$ cat config.mk
export PLATFORM = sky130hd
export DESIGN_NAME = oximeter_frame_parser_pulse_trigger_top
export DESIGN_NICKNAME = d
export VERILOG_FILES = /design/src/hdl/ofp_pkg.sv /design/src/hdl/oximeter_frame_parser_pulse_trigger_top.sv
export SDC_FILE = /design/constraint.sdc
export NUM_CORES = 1
export LEC_CHECK = 0
export BUFFER_PORTS_ARGS = -buffer_cell sky130_fd_sc_hd__buf_2
export CORE_UTILIZATION = 45
export DETAILED_ROUTE_END_ITERATION = 8
export PLACE_DENSITY = 0.72
export SKIP_CTS_REPAIR_TIMING = 1
export SLEW_MARGIN = 20
export SYNTH_ARGS = -nofsm -noshare
export SYNTH_HDL_FRONTEND = slang
export SYNTH_SLANG_ARGS = --single-unit
$ cat constraint.sdc
create_clock -name clk -period 8.4 [get_ports clk]
set_clock_uncertainty 0.1 [all_clocks]
set_input_delay 2.52 -clock clk [delete_from_list [all_inputs] [get_ports clk]]
set_output_delay 2.52 -clock clk [all_outputs]
set_load 0.05 [all_outputs]
$ cat src/hdl/ofp_pkg.sv
// Shared types and constants for the oximeter frame parser with pleth trigger.
// No dependencies; imported by oximeter_frame_parser_pulse_trigger_top.
`default_nettype none
package ofp_pkg;

  // item fields
  typedef struct packed {
    logic       action;
    logic [7:0] data_byte;
  } in_item_t;

  typedef struct packed {
    logic       sample_valid;
    logic [7:0] pleth_sample;
    logic [7:0] trigger_mark;
    logic       trigger_active;
    logic [6:0] heart_rate_high;
    logic [7:0] heart_rate_low;
    logic [7:0] oxygen_saturation;
  } out_item_t;

  // input actions
  localparam logic ACT_BYTE = 1'b0;
  localparam logic ACT_TICK = 1'b1;

  // configuration register indexes
  localparam int CFG_INDEX_W = 2;
  localparam int CFG_DATA_W  = 10;
  localparam logic [CFG_INDEX_W-1:0] REG_SLOPE_THRESHOLD = 2'd0;
  localparam logic [CFG_INDEX_W-1:0] REG_RISE_RUN_LENGTH = 2'd1;
  localparam logic [CFG_INDEX_W-1:0] REG_HOLDOFF_TICKS   = 2'd2;

  localparam logic [6:0] RST_SLOPE_THRESHOLD = 7'd3;
  localparam logic [3:0] RST_RISE_RUN_LENGTH = 4'd2;
  localparam logic [9:0] RST_HOLDOFF_TICKS   = 10'd200;

  // parser phases
  localparam logic [2:0] PH_SYNC    = 3'd0;
  localparam logic [2:0] PH_STATUS  = 3'd1;
  localparam logic [2:0] PH_PLETH   = 3'd2;
  localparam logic [2:0] PH_HRHIGH  = 3'd3;
  localparam logic [2:0] PH_CHECK   = 3'd4;
  localparam logic [2:0] PH_PAYLOAD = 3'd5;

  // frame layout
  localparam logic [7:0] SYNC_BYTE    = 8'h01;
  localparam logic [7:0] BYTE_LIMIT   = 8'd127;
  localparam logic [6:0] PAYLOAD_LEN  = 7'd120;
  localparam logic [6:0] PLETH_STRIDE = 7'd5;
  localparam logic [6:0] FIRST_PLETH  = 7'd3;
  localparam logic [6:0] HR_LOW_POS   = 7'd4;
  localparam logic [6:0] SPO2_POS     = 7'd9;

  localparam logic [3:0] RISE_MAX     = 4'd15;
  localparam logic [9:0] HOLDOFF_MAX  = 10'd1023;

endpackage
`default_nettype wire

$ cat src/hdl/oximeter_frame_parser_pulse_trigger_top.sv
// Oximeter five-byte frame parser with pleth slope trigger and tick holdoff.
// Depends on ofp_pkg.
//
// Usage:
//   in channel (in_valid/in_ready/in_data): one item per serial byte
//   (action = byte) or per timer tick (action = tick).
//   out channel (out_valid/out_ready/out_data): exactly one result item per
//   input item, in order: pleth sample if one was taken, trigger mark, trigger
//   flag and the latest heart-rate and SpO2 bytes.
//   cfg channel (cfg_valid/cfg_ready/cfg_index/cfg_data): always ready; write
//   only while no item is in flight. Index 0 slope threshold, 1 rise run
//   length, 2 holdoff ticks; other indexes are ignored.
// Timing: an item is registered at the input, then parsed and run through the
//   trigger combinationally into the output register: one item per cycle
//   sustained while out_ready is high; state updates with the result.
// Reset: parser waits for sync, all stored values zero, trigger armed,
//   registers at 3 / 2 / 200.
// Stall: while out_ready is low the result holds; one more item is taken into
//   the input register, then in_ready drops until the output drains.
`default_nettype none
module oximeter_frame_parser_pulse_trigger_top (
  input  wire                               clk,
  input  wire                               rst,
  input  wire                               in_valid,
  output logic                              in_ready,
  input  wire  ofp_pkg::in_item_t           in_data,
  output logic                              out_valid,
  input  wire                               out_ready,
  output ofp_pkg::out_item_t                out_data,
  input  wire                               cfg_valid,
  output logic                              cfg_ready,
  input  wire  [ofp_pkg::CFG_INDEX_W-1:0]   cfg_index,
  input  wire  [ofp_pkg::CFG_DATA_W-1:0]    cfg_data
);
  import ofp_pkg::*;

  // configuration
  logic [6:0] slope_threshold;
  logic [3:0] rise_run_length;
  logic [9:0] holdoff_ticks;

  // input register
  logic     s1_valid;
  in_item_t s1_item;
  logic     advance;

  // state
  logic [2:0] parse_phase,         parse_phase_next;
  logic [7:0] running_sum,         running_sum_next;
  logic [6:0] byte_count,          byte_count_next;
  logic [6:0] next_pleth_position, next_pleth_position_next;
  logic [7:0] held_pleth,          held_pleth_next;
  logic [6:0] hr_high_reg,         hr_high_reg_next;
  logic [7:0] hr_low_reg,          hr_low_reg_next;
  logic [7:0] spo2_reg,            spo2_reg_next;
  logic [7:0] previous_pleth,      previous_pleth_next;
  logic [3:0] rise_count,          rise_count_next;
  logic       rising_phase,        rising_phase_next;
  logic       trigger_flag,        trigger_flag_next;
  logic [9:0] holdoff_count,       holdoff_count_next;

  // per-item logic
  logic       have_sample;
  logic [7:0] sample;
  logic [7:0] mark;
  logic [6:0] count_inc;
  logic [7:0] diff;
  logic [8:0] steep_sum;
  logic       steep;
  logic       flat;
  logic [3:0] rise_inc;
  logic [9:0] hold_inc;
  out_item_t  result;

  assign cfg_ready = 1'b1;
  assign advance   = s1_valid && (!out_valid || out_ready);
  assign in_ready  = !s1_valid || !out_valid || out_ready;

  always_ff @(posedge clk) begin
    if (rst) begin
      slope_threshold <= RST_SLOPE_THRESHOLD;
      rise_run_length <= RST_RISE_RUN_LENGTH;
      holdoff_ticks   <= RST_HOLDOFF_TICKS;
    end else if (cfg_valid && cfg_ready) begin
      case (cfg_index)
        REG_SLOPE_THRESHOLD: slope_threshold <= cfg_data[6:0];
        REG_RISE_RUN_LENGTH: rise_run_length <= cfg_data[3:0];
        REG_HOLDOFF_TICKS:   holdoff_ticks   <= cfg_data;
        default: ;
      endcase
    end
  end

  always_ff @(posedge clk) begin
    if (rst) begin
      s1_valid <= 1'b0;
    end else if (in_valid && in_ready) begin
      s1_valid <= 1'b1;
    end else if (advance) begin
      s1_valid <= 1'b0;
    end
  end

  always_ff @(posedge clk) begin
    if (in_valid && in_ready) begin
      s1_item <= in_data;
    end
  end

  always_comb begin
    parse_phase_next         = parse_phase;
    running_sum_next         = running_sum;
    byte_count_next          = byte_count;
    next_pleth_position_next = next_pleth_position;
    held_pleth_next          = held_pleth;
    hr_high_reg_next         = hr_high_reg;
    hr_low_reg_next          = hr_low_reg;
    spo2_reg_next            = spo2_reg;
    previous_pleth_next      = previous_pleth;
    rise_count_next          = rise_count;
    rising_phase_next        = rising_phase;
    trigger_flag_next        = trigger_flag;
    holdoff_count_next       = holdoff_count;
    have_sample              = 1'b0;
    sample                   = 8'd0;
    mark                     = 8'd0;
    count_inc                = byte_count + 7'd1;
    hold_inc                 = (holdoff_count < HOLDOFF_MAX) ? holdoff_count + 10'd1
                                                             : holdoff_count;

    if (s1_item.action == ACT_TICK) begin
      if (trigger_flag) begin
        holdoff_count_next = hold_inc;
        if (hold_inc >= holdoff_ticks) begin
          trigger_flag_next  = 1'b0;
          holdoff_count_next = 10'd0;
        end
      end
    end else begin
      case (parse_phase)
        PH_STATUS: begin
          if (s1_item.data_byte > BYTE_LIMIT && s1_item.data_byte[0]) begin
            parse_phase_next = PH_PLETH;
            running_sum_next = running_sum + s1_item.data_byte;
          end else begin
            parse_phase_next = PH_SYNC;
          end
        end
        PH_PLETH: begin
          held_pleth_next          = s1_item.data_byte;
          running_sum_next         = running_sum + s1_item.data_byte;
          next_pleth_position_next = FIRST_PLETH;
          parse_phase_next         = PH_HRHIGH;
        end
        PH_HRHIGH: begin
          if (s1_item.data_byte < BYTE_LIMIT) begin
            hr_high_reg_next = s1_item.data_byte[6:0];
            running_sum_next = running_sum + s1_item.data_byte;
            parse_phase_next = PH_CHECK;
          end else begin
            parse_phase_next = PH_SYNC;
          end
        end
        PH_CHECK: begin
          if (s1_item.data_byte == running_sum) begin
            have_sample      = 1'b1;
            sample           = held_pleth;
            byte_count_next  = 7'd0;
            parse_phase_next = PH_PAYLOAD;
          end else begin
            parse_phase_next = PH_SYNC;
          end
        end
        PH_PAYLOAD: begin
          byte_count_next = count_inc;
          if (count_inc == next_pleth_position) begin
            have_sample              = 1'b1;
            sample                   = s1_item.data_byte;
            next_pleth_position_next = next_pleth_position + PLETH_STRIDE;
          end else if (count_inc == HR_LOW_POS) begin
            hr_low_reg_next = s1_item.data_byte;
          end else if (count_inc == SPO2_POS) begin
            spo2_reg_next = s1_item.data_byte;
          end else if (count_inc == PAYLOAD_LEN) begin
            parse_phase_next = PH_SYNC;
          end
        end
        default: begin
          parse_phase_next = PH_SYNC;
          if (s1_item.data_byte == SYNC_BYTE) begin
            parse_phase_next = PH_STATUS;
            running_sum_next = SYNC_BYTE;
          end
        end
      endcase
    end

    // slope trigger: diff = previous - sample, two's complement
    diff      = previous_pleth - sample;
    steep_sum = {diff[7], diff} + {2'b00, slope_threshold};
    steep     = steep_sum[8] || (steep_sum == 9'd0);
    flat      = !diff[7] && (diff[6:0] <= slope_threshold);
    rise_inc  = steep ? ((rise_count < RISE_MAX) ? rise_count + 4'd1 : rise_count) : 4'd0;

    if (have_sample && !trigger_flag) begin
      if (rising_phase) begin
        rise_count_next = rise_inc;
        if (rise_inc >= rise_run_length) begin
          trigger_flag_next  = 1'b1;
          rising_phase_next  = 1'b0;
          rise_count_next    = 4'd0;
          holdoff_count_next = 10'd0;
          mark               = sample;
        end
      end else if (flat) begin
        rising_phase_next = 1'b1;
        rise_count_next   = 4'd0;
      end
      previous_pleth_next = sample;
    end

    result.sample_valid      = have_sample;
    result.pleth_sample      = sample;
    result.trigger_mark      = mark;
    result.trigger_active    = trigger_flag_next;
    result.heart_rate_high   = hr_high_reg_next;
    result.heart_rate_low    = hr_low_reg_next;
    result.oxygen_saturation = spo2_reg_next;
  end

  always_ff @(posedge clk) begin
    if (rst) begin
      parse_phase         <= PH_SYNC;
      running_sum         <= 8'd0;
      byte_count          <= 7'd0;
      next_pleth_position <= 7'd0;
      held_pleth          <= 8'd0;
      hr_high_reg         <= 7'd0;
      hr_low_reg          <= 8'd0;
      spo2_reg            <= 8'd0;
      previous_pleth      <= 8'd0;
      rise_count          <= 4'd0;
      rising_phase        <= 1'b1;
      trigger_flag        <= 1'b0;
      holdoff_count       <= 10'd0;
    end else if (advance) begin
      parse_phase         <= parse_phase_next;
      running_sum         <= running_sum_next;
      byte_count          <= byte_count_next;
      next_pleth_position <= next_pleth_position_next;
      held_pleth          <= held_pleth_next;
      hr_high_reg         <= hr_high_reg_next;
      hr_low_reg          <= hr_low_reg_next;
      spo2_reg            <= spo2_reg_next;
      previous_pleth      <= previous_pleth_next;
      rise_count          <= rise_count_next;
      rising_phase        <= rising_phase_next;
      trigger_flag        <= trigger_flag_next;
      holdoff_count       <= holdoff_count_next;
    end
  end

  // output register
  always_ff @(posedge clk) begin
    if (rst) begin
      out_valid <= 1'b0;
    end else if (advance) begin
      out_valid <= 1'b1;
    end else if (out_ready) begin
      out_valid <= 1'b0;
    end
  end

  always_ff @(posedge clk) begin
    if (advance) begin
      out_data <= result;
    end
  end

  // checks
  a_mark_is_sample: assert property (@(posedge clk) disable iff (rst)
    out_valid && out_data.trigger_mark != 8'd0 |->
      out_data.sample_valid && out_data.trigger_active &&
      out_data.trigger_mark == out_data.pleth_sample)
    else $error("trigger mark without matching sample");

  a_phase_legal: assert property (@(posedge clk) disable iff (rst)
    parse_phase <= PH_PAYLOAD)
    else $error("parser phase out of range");

  a_count_bound: assert property (@(posedge clk) disable iff (rst)
    byte_count <= PAYLOAD_LEN)
    else $error("payload byte count past frame end");

  a_holdoff_only_triggered: assert property (@(posedge clk) disable iff (rst)
    holdoff_count != 10'd0 |-> trigger_flag)
    else $error("holdoff running with trigger clear");

  a_armed_when_clear: assert property (@(posedge clk) disable iff (rst)
    $fell(trigger_flag) |-> $past(s1_item.action) == ACT_TICK)
    else $error("trigger cleared by a byte");

endmodule
`default_nettype wire
Word-level counts from Yosys, hierarchy flattened
Index checks and enable logic that the tools add are counted.

Add/subtract/negate cells: 7. Order comparisons: 7. Equality and inequality tests: 21. Mux-type cells: 62. Bitwise gates (word level): 2. Reduce and logical (&&, ||, !) cells: 33.

Operator list (count): 2-to-1 mux 8 bit (15); 2-to-1 mux 10 bit (7); 2-to-1 mux 7 bit (5); one-hot mux 8 bit (4 select lines) (1); one-hot mux 7 bit (2 select lines) (2); 2-to-1 mux 4 bit (5); 2-to-1 mux 3 bit (6); 2-to-1 mux 1 bit (17); != test 2 bit (second input constant) (8); one-hot mux 8 bit (2 select lines) (1); one-hot mux 3 bit (5 select lines) (1); AND reduction 6 bit (2); adder 10 x 1 -> 10 bit (second input constant) (1); >= comparator 10 bit (1); < comparator 10 bit (second input constant) (1); nonzero test 2 bit (5); adder 8 x 8 -> 9 bit (1); zero test 9 bit (1); AND reduction 3 bit (3); adder 8 bit (1); == test 8 x 1 -> 1 bit (second input constant) (1); == test 8 bit (1); > comparator 8 x 7 -> 1 bit (second input constant) (1); < comparator 8 x 7 -> 1 bit (second input constant) (1); 27 further kinds (44).

Register bits: 153. Input port bits: 26. Output and inout bits: 44. Word-level logic and storage cells: 159.

Longest topological paths before layout
Gate-level depths: netlist of the first run.

Depth after elaboration: 14. Gate-level depth with buffers: 36. Depth with buffers taken out: 33.

Worst setup path after synthesis of the first run
OpenSTA, ideal clock, no wires.

Path kind: reg2reg. Start: register byte_count[0]. End: register holdoff_count[0]. Setup time: 0.132 ns. Arrival: 6.856 ns. Data required time: 8.168 ns. Setup slack: 1.311 ns. Stages on the path, launching flop included: 34. Path buffers: 2. Period minus slack after synthesis: 7.089 ns. Path through: dfxtp_1 -> ha_1 -> nand3_1 -> xnor2_1 -> nor4_4 -> nand2_1 -> nor2_1 -> clkbuf_1 -> a22oi_1 -> nor2_1 -> ha_1 -> inv_1 -> fa_1 -> a21o_1 -> a21oi_1 -> xnor2_1 -> ha_1 -> or3b_2 -> and3_1 -> a31o_2 -> a211o_1 -> a21o_1 -> and2_1 -> o21bai_1 -> ha_1 -> nand2b_1 -> a21o_1 -> a21o_1 -> a21oi_1 -> or4b_4 -> a21o_1 -> buf_6 -> o21ai_0 -> a21oi_1.

Longest elaborated chain between the ends: 14. Elaborated cells on any way between the ends: 18. Those cells by class: add/sub (3); order compare (1); eq/ne (1); mux (10); reduce/logical (3).

RTL lines: start, declared (RTL line oximeter_frame_parser_pulse_trigger_top.sv:50) `logic [6:0] byte_count, byte_count_next;`; start signal, assigned (RTL line oximeter_frame_parser_pulse_trigger_top.sv:249) `byte_count <= byte_count_next;`; adder 7 x 1 -> 7 bit * (RTL line oximeter_frame_parser_pulse_trigger_top.sv:127) `count_inc = byte_count + 7'd1;`; == test 7 bit * (RTL line oximeter_frame_parser_pulse_trigger_top.sv:176) `if (count_inc == next_pleth_position) begin`; 2-to-1 mux 8 bit * (RTL line oximeter_frame_parser_pulse_trigger_top.sv:176); one-hot mux 8 bit (2 select lines) * (RTL line oximeter_frame_parser_pulse_trigger_top.sv:140) `case (parse_phase)`; 2-to-1 mux 8 bit * (RTL line oximeter_frame_parser_pulse_trigger_top.sv:131) `if (s1_item.action == ACT_TICK) begin`; named net sample[0] (RTL line oximeter_frame_parser_pulse_trigger_top.sv:64) `logic [7:0] sample;`; subtractor 8 bit * (RTL line oximeter_frame_parser_pulse_trigger_top.sv:199) `diff = previous_pleth - sample;`; adder 8 x 8 -> 9 bit * (RTL line oximeter_frame_parser_pulse_trigger_top.sv:200) `steep_sum = {diff[7], diff} + {2'b00, slope_threshold};`; zero test 9 bit (RTL line oximeter_frame_parser_pulse_trigger_top.sv:201) `steep = steep_sum[8] || (steep_sum == 9'd0);`; logical OR 1 bit * (RTL line oximeter_frame_parser_pulse_trigger_top.sv:201); 2-to-1 mux 4 bit * (RTL line oximeter_frame_parser_pulse_trigger_top.sv:203) `rise_inc = steep ? ((rise_count < RISE_MAX) ? rise_count + 4'd1 : rise_count) : 4'd0;`; >= comparator 4 bit * (RTL line oximeter_frame_parser_pulse_trigger_top.sv:208) `if (rise_inc >= rise_run_length) begin`; 2-to-1 mux 10 bit * (RTL line oximeter_frame_parser_pulse_trigger_top.sv:208); 2-to-1 mux 10 bit * (RTL line oximeter_frame_parser_pulse_trigger_top.sv:206) `if (rising_phase) begin`; 2-to-1 mux 10 bit * (RTL line oximeter_frame_parser_pulse_trigger_top.sv:205) `if (have_sample && !trigger_flag) begin`; end signal, assigned (RTL line oximeter_frame_parser_pulse_trigger_top.sv:259) `holdoff_count <= holdoff_count_next;`; end, declared (RTL line oximeter_frame_parser_pulse_trigger_top.sv:60) `logic [9:0] holdoff_count, holdoff_count_next;`.

The timed path passes the listed nets; every way through them passes the cells marked *. A chain may end at the register's enable or synchronous reset.

Worst setup path after layout of the first run
Start: register byte_count[0]. End: register holdoff_count[1].

The elaborated chain is that of the path after synthesis.

==> implementation parameters, run 1 <==
Parameter                              Value

Routing
  Number of iterations in the first detailed-routing pass    6
  Residual DRC    0
  Total detailed-routing wirelength    about 18 mm
  Number of nets with antenna violations after routing    0
  Violation count after the first detailed-routing iteration    roughly 430
  Average detailed-routed wire length per instance    14.85 µm
  Via count    about 6.6k
  Vias per inst    5.424

Synthesis
  Gate Count Post-Synth    ~900
  Fraction of synthesized cell area taken by the top area cell type    24.85%
  Leading area contributor after synthesis    sky130_fd_sc_hd__dfxtp_1
  Net count after synthesis    1003
  Number of flops mapped to enable cells by yosys    50
  Sequential element share of the synthesized area    42.94%
  Synth Cell Area    8299 µm²
  Warning count from the yosys run    0
  Main area contributors after synthesis    sky130_fd_sc_hd__dfxtp_1 25%, sky130_fd_sc_hd__edfxtp_1 18%, sky130_fd_sc_hd__ha_1 7.4%, sky130_fd_sc_hd__nor2_1 5.7%, sky130_fd_sc_hd__a21oi_1 4.5%
  Share of async-settable or async-resettable flops after synthesis    0%
  Most common flop cell mapped by yosys    sky130_fd_sc_hd__dfxtp_1
  Total of flip-flops plus latches after synthesis    about 150
  Average instance area after synthesis    8.972 µm²
  Number of distinct library cells after synthesis    between 60 and 70

Timing
  Worst slew slack as a fraction of its limit    between 20% and 30%
  Worst Slack Setup Final    between 700 and 800 ps
  Setup repair after global routing missed its margin    false
  Final critical delay including setup and external delays    around 7600 ps
  Final-layout setup total negative slack    0 ps
  Final slew viol count    0
  Hold violation count in the final report    0
  Final cycle utilization of the critical path    91.02%
  Final number of setup-violating endpoints    0
  Fmax    0.1308 GHz
  Worst hold-check slack    roughly 360 ps
  Worst slew pin tran    roughly 1100 ps

Final layout
  Fin nets    approximately 1.1k
  Area growth, synth to finish    13.16%
  Fraction of final layout cells with drive strength greater than 1    approximately 16%
  Reg with most FFs    out_data
  Max reg flops    41
  Final cell utilization of the core    52.10%
  Largest registers    out_data: 41 flops, holdoff_count: 10 flops, holdoff_ticks: 10 flops
  N_diodes    0

Floorplanning
  Core box area    between 15000 and 20000 µm²
  Initial cell density of the core    46.04%
  Die Footprint    roughly 19000 µm²
  Site row count    49
  Die Y    approximately 140 µm
  Chip Width    about 140 µm
  Total I/O pin count    70

GRT
  First-pass GRT wire length    between 20 and 30 mm
  Sum of overflow across all layers after global routing    0
  Antenna violations before repair    0
  Combined global-route utilization of all metal layers    about 20%
  Maximum number of pins on one net before global-route repair    76
  Number of global-route vias before repair    between 6k and 7k

Power and ir drop
  LEAKAGE    between 3 and 4 nW
  Maximum VDD drop    between 0.00015 and 0.0002 V
  Power Density    roughly 180 nW/µm²

Clock tree
  Root buffer selected by CTS    sky130_fd_sc_hd__clkbuf_16
  Num CTS Buffers    17
  Clock Pin Slew Worst Setup and Hold Paths    about 60 ps
  Clock insertion delay at the later pin of the skew report    approximately 430 ps
  Buffer depth of the longest clock path    2
  H-Tree Level Count    4
  Clock tree from TritonCTS    built
  Number of sinks on the clock net    153

Setup path
  Type of destination of the critical path    flip-flop
  Slowest stage cell, crit path    sky130_fd_sc_hd__or4b_4
  Bufs and invs on worst path    2
  Largest fanout on the critical path    12
  Data arrival time at the worst-slack endpoint    slightly below 8000 ps
  Required @ worst endpoint    around 8600 ps
  Startpoint type of the worst setup path    flip-flop
  Delay of the slowest cell on the worst path    590 ps
  Top Family by Delay on Critical Path    simple AND/OR/NAND/NOR gates
  Critical Setup Path Class    flip-flop to flip-flop
  CP dominant cell by count    sky130_fd_sc_hd__a21o_1

Run
  Max-Cap Viols    0

Placement
  Hpwl dp    12.56 mm
  Final RePlAce weighted congestion    around 0.91
  Worst setup timing slack at the placement stage    825.4 ps
  PortBufs    a little under 70

Status
  Run status    finished, final reports clean

Worst hold path
  Tightest Hold Check Type    flip-flop to flip-flop
[logic make-up (layout without fill, tap and decap cells)]
family                     count (synthesis)  count (layout)  share of synthesized area [%]
xor gates and xnor gates                  34              34                          3.679
and+or+nand+nor                          367             367                          21.35
DFF                                      153             153                          42.94
muxes                                     46              46                          5.880
other                                      1               1                        0.04519
adders and majority gates                 52              52                          8.111
AOI/OAI and AO/OA                        176             176                          13.18
buffers and inverters                     96             160                          4.824
[routing by layer]
layer	track usage (%)	routed length, µm	up-vias
met4	6.582	256	0
met5	0	0	-
li1	-	-	3333
met2	32.66	8610	164
met3	4.857	889	24
met1	25.73	8330	3086
[cell usage after synthesis (7+ instances only)]
master and n:
sky130_fd_sc_hd__a21oi_1 74, sky130_fd_sc_hd__xor2_1 11, sky130_fd_sc_hd__mux2i_1 24, sky130_fd_sc_hd__a21o_1 10, sky130_fd_sc_hd__nor2_1 125, sky130_fd_sc_hd__nor3_1 33, sky130_fd_sc_hd__edfxtp_1 50, sky130_fd_sc_hd__o21ai_0 28
sky130_fd_sc_hd__a211o_1 7, sky130_fd_sc_hd__clkbuf_1 31, sky130_fd_sc_hd__and2_1 8, sky130_fd_sc_hd__dfxtp_1 103, sky130_fd_sc_hd__nand2_1 96, sky130_fd_sc_hd__mux2_2 22, sky130_fd_sc_hd__nand3_1 14, sky130_fd_sc_hd__nand4_1 7
sky130_fd_sc_hd__o21a_1 7, sky130_fd_sc_hd__nor2b_1 12, sky130_fd_sc_hd__and3_1 11, sky130_fd_sc_hd__nand2b_1 15, sky130_fd_sc_hd__xnor2_1 22, sky130_fd_sc_hd__a22oi_1 12, sky130_fd_sc_hd__ha_1 49, sky130_fd_sc_hd__inv_1 47
sky130_fd_sc_hd__buf_2 9
[worst reg2reg max path, delay by kind of cell, from the launching register on]
family / cells / cell delay (ps)
flops: 1 / 460
compound gates: 12 / 1980
buf+inv: 2 / 230
fa+ha+maj: 5 / 1540
xor+xnor: 2 / 400
simple gates: 12 / 2780
[through the flow]
step,std cells,power [mW],instance area (µm²)
floorplan,925,0.8970,8299
global placement,1186,0.9315,8802
detailed placement,1186,0.9328,8807
CTS,1218,1.692,9387
global route,1218,1.731,9392
finish,1218,1.675,9392
[cell type report]
cell class | count | area, µm²
Inverter | 47 | 176.4
Clock inverter | 15 | 153.9
Tap cell | 229 | 286.5
Fill cell | 1676 | 8633
Clock buffer | 17 | 425.4
Timing Repair Buffer | 81 | 440.4
Multi-Input combinational cell | 676 | 4345
Sequential cell | 153 | 3563
[path summary, 6_finish.rpt]
check / from / end / slack (ps) / cells after the start
min reg2reg: holdoff_ticks[8]$_SDFFE_PP0P_ / holdoff_ticks[8]$_SDFFE_PP0P_ / 360 / 2
min: holdoff_ticks[8]$_SDFFE_PP0P_ / holdoff_ticks[8]$_SDFFE_PP0P_ / 360 / 2
max: byte_count[0]$_SDFFE_PP0P_ / holdoff_count[1]$_SDFFE_PP0P_ / 750 / 33
max reg2reg: byte_count[0]$_SDFFE_PP0P_ / holdoff_count[1]$_SDFFE_PP0P_ / 750 / 33
[where the power goes]
group / total [mW] / leakage (nW) / switching (mW) / internal, mW
logic: 0.123 / 2.18 / 0.0894 / 0.0339
clock network: 0.758 / 0.287 / 0.338 / 0.420
registers: 0.794 / 1.30 / 0.0106 / 0.783
total: 1.68 / 3.76 / 0.438 / 1.24
[layout by cell type (no fill, tap or decap), drive strengths merged, types with 14 or more instances in the layout]
master,count
nor2,127
dfxtp,103
nand2,96
buf,81
a21oi,75
inv,57
edfxtp,50
ha,49
nor3,33
o21ai,32
mux2i,24
xnor2,23
mux2,22
clkbuf,17
nand2b,15
nand3,14
Note: power is estimated with default switching activity, not from simulation.
==> inputs of run 2 (changes only) <==
--- a/config.mk
+++ b/config.mk
@@ -8,7 +8,9 @@
 export BUFFER_PORTS_ARGS = -buffer_cell sky130_fd_sc_hd__buf_2
 export CORE_UTILIZATION = 45
 export DETAILED_ROUTE_END_ITERATION = 8
+export GPL_TIMING_DRIVEN = 0
 export PLACE_DENSITY = 0.72
+export RECOVER_POWER = 100
 export SKIP_CTS_REPAIR_TIMING = 1
 export SLEW_MARGIN = 20
 export SYNTH_ARGS = -nofsm -noshare
==> implementation parameters, run 2 (same netlist as run 1, synthesis figures left out) <==
Parameter                              Value

Placement
  Placed cell areas    8930 µm²
  Number of placed instances with taps included    roughly 1.2k
  Hpwl dp    between 10 and 15 mm
  Final RePlAce weighted congestion    0.8718
  PortBufs    68

Routing
  Violation count after the first detailed-routing iteration    roughly 500
  Via count    between 6k and 7k
  Number of nets with antenna violations after routing    0
  Average detailed-routed wire length per instance    around 15 µm
  Residual DRC    0
  Number of iterations in the first detailed-routing pass    5
  Vias per inst    5.448
  Total detailed-routing wirelength    19.31 mm

Status
  Run status    complete, but fails checks
  Violations in the final reports    capacitance limit, slew limit

Clock tree
  Clock tree from TritonCTS    built
  Root buffer selected by CTS    sky130_fd_sc_hd__clkbuf_16
  Buffer depth of the longest clock path    2
  H-Tree Level Count    4
  Clock insertion delay at the later pin of the skew report    roughly 440 ps
  Number of sinks on the clock net    153
  Clock Pin Slew Worst Setup and Hold Paths    about 70 ps
  Num CTS Buffers    17

Timing
  Setup repair after global routing missed its margin    false
  Worst slew pin tran    around 2800 ps
  Final cycle utilization of the critical path    93.29%
  Final slew viol count    60
  Final critical delay including setup and external delays    a little under 8000 ps
  Worst slew slack as a fraction of its limit    -85.86%
  Final number of setup-violating endpoints    0
  Hold violation count in the final report    0
  Fmax    ~0.13 GHz
  Final-layout setup total negative slack    0 ps

GRT
  Number of global-route vias before repair    6279
  Maximum number of pins on one net before global-route repair    51
  Antenna violations before repair    0
  First-pass GRT wire length    approximately 31 mm
  Sum of overflow across all layers after global routing    0
  Combined global-route utilization of all metal layers    a little over a fifth

Final layout
  Reg with most FFs    out_data
  N_diodes    0
  Commonest cells after routing, fill and taps aside    126 x sky130_fd_sc_hd__nor2_1, 102 x sky130_fd_sc_hd__dfxtp_1, 96 x sky130_fd_sc_hd__nand2_1
  Final cell utilization of the core    52.29%
  Max reg flops    between 40 and 50
  Area growth, synth to finish    13.57%
  Fraction of final layout cells with drive strength greater than 1    10.05%
  Fill count    between 1.5k and 2k
  Fin nets    1090
  Final instance area    about 9400 µm²
  Largest registers    out_data: 41 flops, holdoff_count: 10 flops, holdoff_ticks: 10 flops
  Most common cell after layout, fill and taps aside    sky130_fd_sc_hd__nor2_1
  Non-filler cells in the finished layout    around 1.3k

Floorplanning
  Core box area    roughly 18000 µm²
  Die Y    roughly 140 µm
  Total I/O pin count    70
  Initial cell density of the core    46.04%
  Chip Width    around 140 µm
  Die Footprint    around 19000 µm²
  Site row count    49

Setup path
  Largest fanout on the critical path    10
  Critical Setup Path Class    flip-flop to flip-flop
  Slowest stage cell, crit path    sky130_fd_sc_hd__edfxtp_1
  Data arrival time at the worst-slack endpoint    ~8100 ps
  CP dominant cell by count    sky130_fd_sc_hd__ha_1
  Delay of the slowest cell on the worst path    570 ps
  Required @ worst endpoint    between 8000 and 9000 ps
  Startpoint type of the worst setup path    flip-flop
  Type of destination of the critical path    flip-flop

Run
  Max-Cap Viols    2

Power and ir drop
  Maximum VDD drop    about 0.00020 V
  LEAKAGE    3.693 nW
  Power Density    178.5 nW/µm²
  Final total power    1.682 mW

Worst hold path
  Tightest Hold Check Type    flip-flop to flip-flop
## run 2: cell type report
| class | count | area, µm² | share of cell area (%) |
|---|---|---|---|
| multi-input cells | 676 | 4305 | 45.68 |
| flip-flops and latches | 153 | 3565 | 37.82 |
| clock buffers | 17 | 425.4 | 4.513 |
| well taps | 229 | 286.5 | 3.040 |
| repair buffers | 68 | 284.0 | 3.013 |
| plain buffers | 49 | 222.7 | 2.363 |
| inverters | 47 | 176.4 | 1.872 |
| clock inverters | 15 | 160.2 | 1.699 |
## run 2: worst max-delay path, delay by kind of cell, from the launching register on
kind / cells / cell delay (ps)
buf+inv: 3 / 720
simple gates: 12 / 2850
compound gates: 10 / 1670
fa+ha+maj: 5 / 1620
xor+xnor: 1 / 200
flops: 1 / 570
## run 2: routing by layer
layer / GRT usage (%) / part of all wire (%) / routed length (µm) / vias up
li1: - / - / - / 3408
met1: 27.81 / 46 / 8942 / 3201
met2: 35.26 / 47 / 9037 / 199
met3: 4.121 / 5.4 / 1052 / 24
met4: 7.005 / 1.4 / 273 / 0
met5: 0 / 0 / 0 / -
## run 2: report_power, final
part | internal (mW) | total [mW] | switching (mW)
logic | 0.0308 | 0.126 | 0.0952
clock network | 0.421 | 0.763 | 0.342
registers | 0.784 | 0.794 | 0.00973
total | 1.24 | 1.68 | 0.447
## run 2: worst paths after layout
path                                   start                    endpoint  slack [ps]  cells past startpoint
setup / recovery        s1_item[1]$_DFFE_PP_   trigger_flag$_SDFFE_PP0P_         560                     31
setup reg to reg        s1_item[1]$_DFFE_PP_   trigger_flag$_SDFFE_PP0P_         560                     31
hold / removal    held_pleth[6]$_SDFFE_PP0P_  held_pleth[6]$_SDFFE_PP0P_         350                      2
hold reg to reg   held_pleth[6]$_SDFFE_PP0P_  held_pleth[6]$_SDFFE_PP0P_         350                      2
## run 2: through the flow
| stage | worst slack [ps] | hold slack, ps |
|---|---|---|
| finish | 563.6 | 354.8 |
| global route | 25.66 | 373.5 |
| CTS | 283.6 | 355.7 |
| detailed placement | 314.1 | 346.9 |
| global placement | 248.1 | 341.8 |
| floorplan | 1311 | 336.0 |
==> inputs of run 3 (changes only) <==
--- a/config.mk
+++ b/config.mk
@@ -11,6 +11,7 @@
 export GPL_TIMING_DRIVEN = 0
 export PLACE_DENSITY = 0.72
 export RECOVER_POWER = 100
+export REMOVE_ABC_BUFFERS = 1
 export SKIP_CTS_REPAIR_TIMING = 1
 export SLEW_MARGIN = 20
 export SYNTH_ARGS = -nofsm -noshare
==> constraint.sdc (replaced) <==
create_clock -name clk -period 8.4 [get_ports clk]
set_clock_uncertainty 0.1 [all_clocks]
set_input_delay 0 -clock clk [delete_from_list [all_inputs] [get_ports clk]]
set_output_delay 0 -clock clk [all_outputs]
set_load 0.05 [all_outputs]
==> implementation parameters, run 3 (same netlist as run 1, synthesis figures left out) <==
Parameter                              Value

Routing
  Number of nets with antenna violations after routing    0
  Average detailed-routed wire length per instance    approximately 15 µm
  Via count    around 6.6k
  Number of iterations in the first detailed-routing pass    5
  Violation count after the first detailed-routing iteration    between 300 and 400
  Total detailed-routing wirelength    approximately 18 mm
  Residual DRC    0
  Vias per inst    roughly 5.3

Timing
  Final cycle utilization of the critical path    93.41%
  Hold violation count in the final report    0
  Final number of setup-violating endpoints    0
  Final slew viol count    9
  Final critical delay including setup and external delays    7847 ps
  Setup repair after global routing missed its margin    false
  Final-layout setup total negative slack    0 ps
  Worst slew pin tran    roughly 1900 ps
  Fmax    between 0.1 and 0.15 GHz
  Worst hold-check slack    0.7661 ps
  Worst slew slack as a fraction of its limit    -26.90%

Setup path
  Startpoint type of the worst setup path    flip-flop
  Worst R2R Path Depth    28
  Required @ worst endpoint    around 8600 ps
  CP dominant cell by count    sky130_fd_sc_hd__a21o_1
  Slowest stage cell, crit path    sky130_fd_sc_hd__or4b_4
  Crit Reg-Reg Endpoint    holdoff_count[1]$_SDFFE_PP0P_
  Type of destination of the critical path    flip-flop
  Largest fanout on the critical path    13
  Data arrival time at the worst-slack endpoint    8030 ps
  Critical Setup Path Class    flip-flop to flip-flop
  Launching point of the worst reg2reg path    s1_item[4]$_DFFE_PP_
  Delay of the slowest cell on the worst path    slightly above 600 ps
  R2R setup slack    ~550 ps

Final layout
  Fraction of final layout cells with drive strength greater than 1    under 10%
  Most common cell after layout, fill and taps aside    sky130_fd_sc_hd__nor2_1
  N_diodes    0
  Reg with most FFs    out_data
  Fill count    about 1.7k
  Area growth, synth to finish    14.94%
  Max reg flops    41
  Fin nets    roughly 1.1k
  Commonest cells after routing, fill and taps aside    125 x sky130_fd_sc_hd__nor2_1, 103 x sky130_fd_sc_hd__dfxtp_1, 96 x sky130_fd_sc_hd__nand2_1
  Largest registers    out_data: 41 flops, holdoff_count: 10 flops, holdoff_ticks: 10 flops

Clock tree
  H-Tree Level Count    4
  Root buffer selected by CTS    sky130_fd_sc_hd__clkbuf_16
  Number of sinks on the clock net    153
  Buffer depth of the longest clock path    2
  Num CTS Buffers    17
  Clock Pin Slew Worst Setup and Hold Paths    about 70 ps
  Clock tree from TritonCTS    built
  Clock insertion delay at the later pin of the skew report    about 430 ps

Floorplanning
  Initial cell density of the core    46.04%
  Die Footprint    approximately 19000 µm²
  Chip Width    137.8 µm
  Site row count    49
  Core box area    ~18000 µm²
  Die Y    between 100 and 150 µm
  Total I/O pin count    70

GRT
  Antenna violations before repair    0
  Combined global-route utilization of all metal layers    between 10% and 20%
  Maximum number of pins on one net before global-route repair    between 50 and 60
  Sum of overflow across all layers after global routing    0
  Number of global-route vias before repair    5882
  First-pass GRT wire length    28.66 mm

Run
  Max-Cap Viols    2

Worst hold path
  Tightest Hold Check Type    input port to flip-flop
  Origin of the worst min-delay path    cfg_valid
  Hold-critical path depth    4
  Worst Hold Endpoint    rise_run_length[1]$_SDFFE_PP1P_

Power and ir drop
  Maximum VDD drop    roughly 0.00015 V
  Power Density    176.9 nW/µm²
  LEAKAGE    between 3 and 4 nW

Status
  Run status    complete, but fails checks
  Violations in the final reports    capacitance limit, slew limit

Placement
  Hpwl dp    approximately 12 mm
  Final RePlAce weighted congestion    about 0.86
  PortBufs    68
run 3: changes by cell type in the layout (fill, tap and decap cells not counted), sizes merged:
cell         delta
clkinvlp        -1
clkbuf         -33
dlygate4sd3    +27
clkinv          -1
buf             -9
inv             +1
run 3: report_power, final:
group	switching [mW]	internal, mW
Clock	0.337	0.429
Sequential	0.0186	0.784
Combinational	0.0829	0.0365
Total	0.439	1.25
run 3: worst max-delay path: cells and delay by family (launching register included):
kind                       cells  cell delay (ps)
buffers and inverters          1               50
adders and majority gates      5             1680
and+or+nand+nor                8             2690
DFF                            1              610
AOI/OAI and AO/OA             13             2360
xor gates and xnor gates       1              200
run 3: layer usage:
layer / global-route usage [%] / share of wire (%) / up-vias
met2: 31.97 / 48 / 138
met3: 3.385 / 3.6 / 14
met1: 25.72 / 48 / 3082
li1: - / - / 3383
met5: 0 / 0 / -
met4: 6.522 / 0.96 / 0
run 3: cell type report:
| cell class | count | area [µm²] | area share [%] |
|---|---|---|---|
| Multi-Input combinational cell | 676 | 4313 | 45.21 |
| Sequential cell | 153 | 3563 | 37.36 |
| Timing Repair Buffer | 101 | 608.1 | 6.375 |
| Clock buffer | 18 | 439.2 | 4.604 |
| Tap cell | 229 | 286.5 | 3.004 |
| Inverter | 47 | 176.4 | 1.849 |
| Clock inverter | 14 | 152.6 | 1.600 |
run 3: how the worst max path moves through the flow:
stage	start	endpoint
6_report	s1_item[4]$_DFFE_PP_	holdoff_count[1]$_SDFFE_PP0P_
4_1_cts	byte_count[0]$_SDFFE_PP0P_	holdoff_count[1]$_SDFFE_PP0P_
5_1_grt	s1_item[0]$_DFFE_PP_	holdoff_count[7]$_SDFFE_PP0P_
3_5_place_dp	byte_count[0]$_SDFFE_PP0P_	holdoff_count[1]$_SDFFE_PP0P_
2_1_floorplan	byte_count[0]$_SDFFE_PP0P_	holdoff_count[0]$_SDFFE_PP0P_
3_3_place_gp	byte_count[0]$_SDFFE_PP0P_	holdoff_count[0]$_SDFFE_PP0P_
run 3: stage by stage:
stage                     worst slack (ps)  utilization (%)  std cells  power [mW]  cell area [µm²]
after floorplan                       1248                -        876      0.8877             8075
after global placement               83.68            48.28       1173      0.9276             8702
after detailed placement             140.8            48.68       1176      0.9323             8775
after CTS                            92.45            51.96       1208       1.699             9366
after global routing                 29.64            52.92       1238       1.745             9539
final                                553.4            52.92       1238       1.688             9539
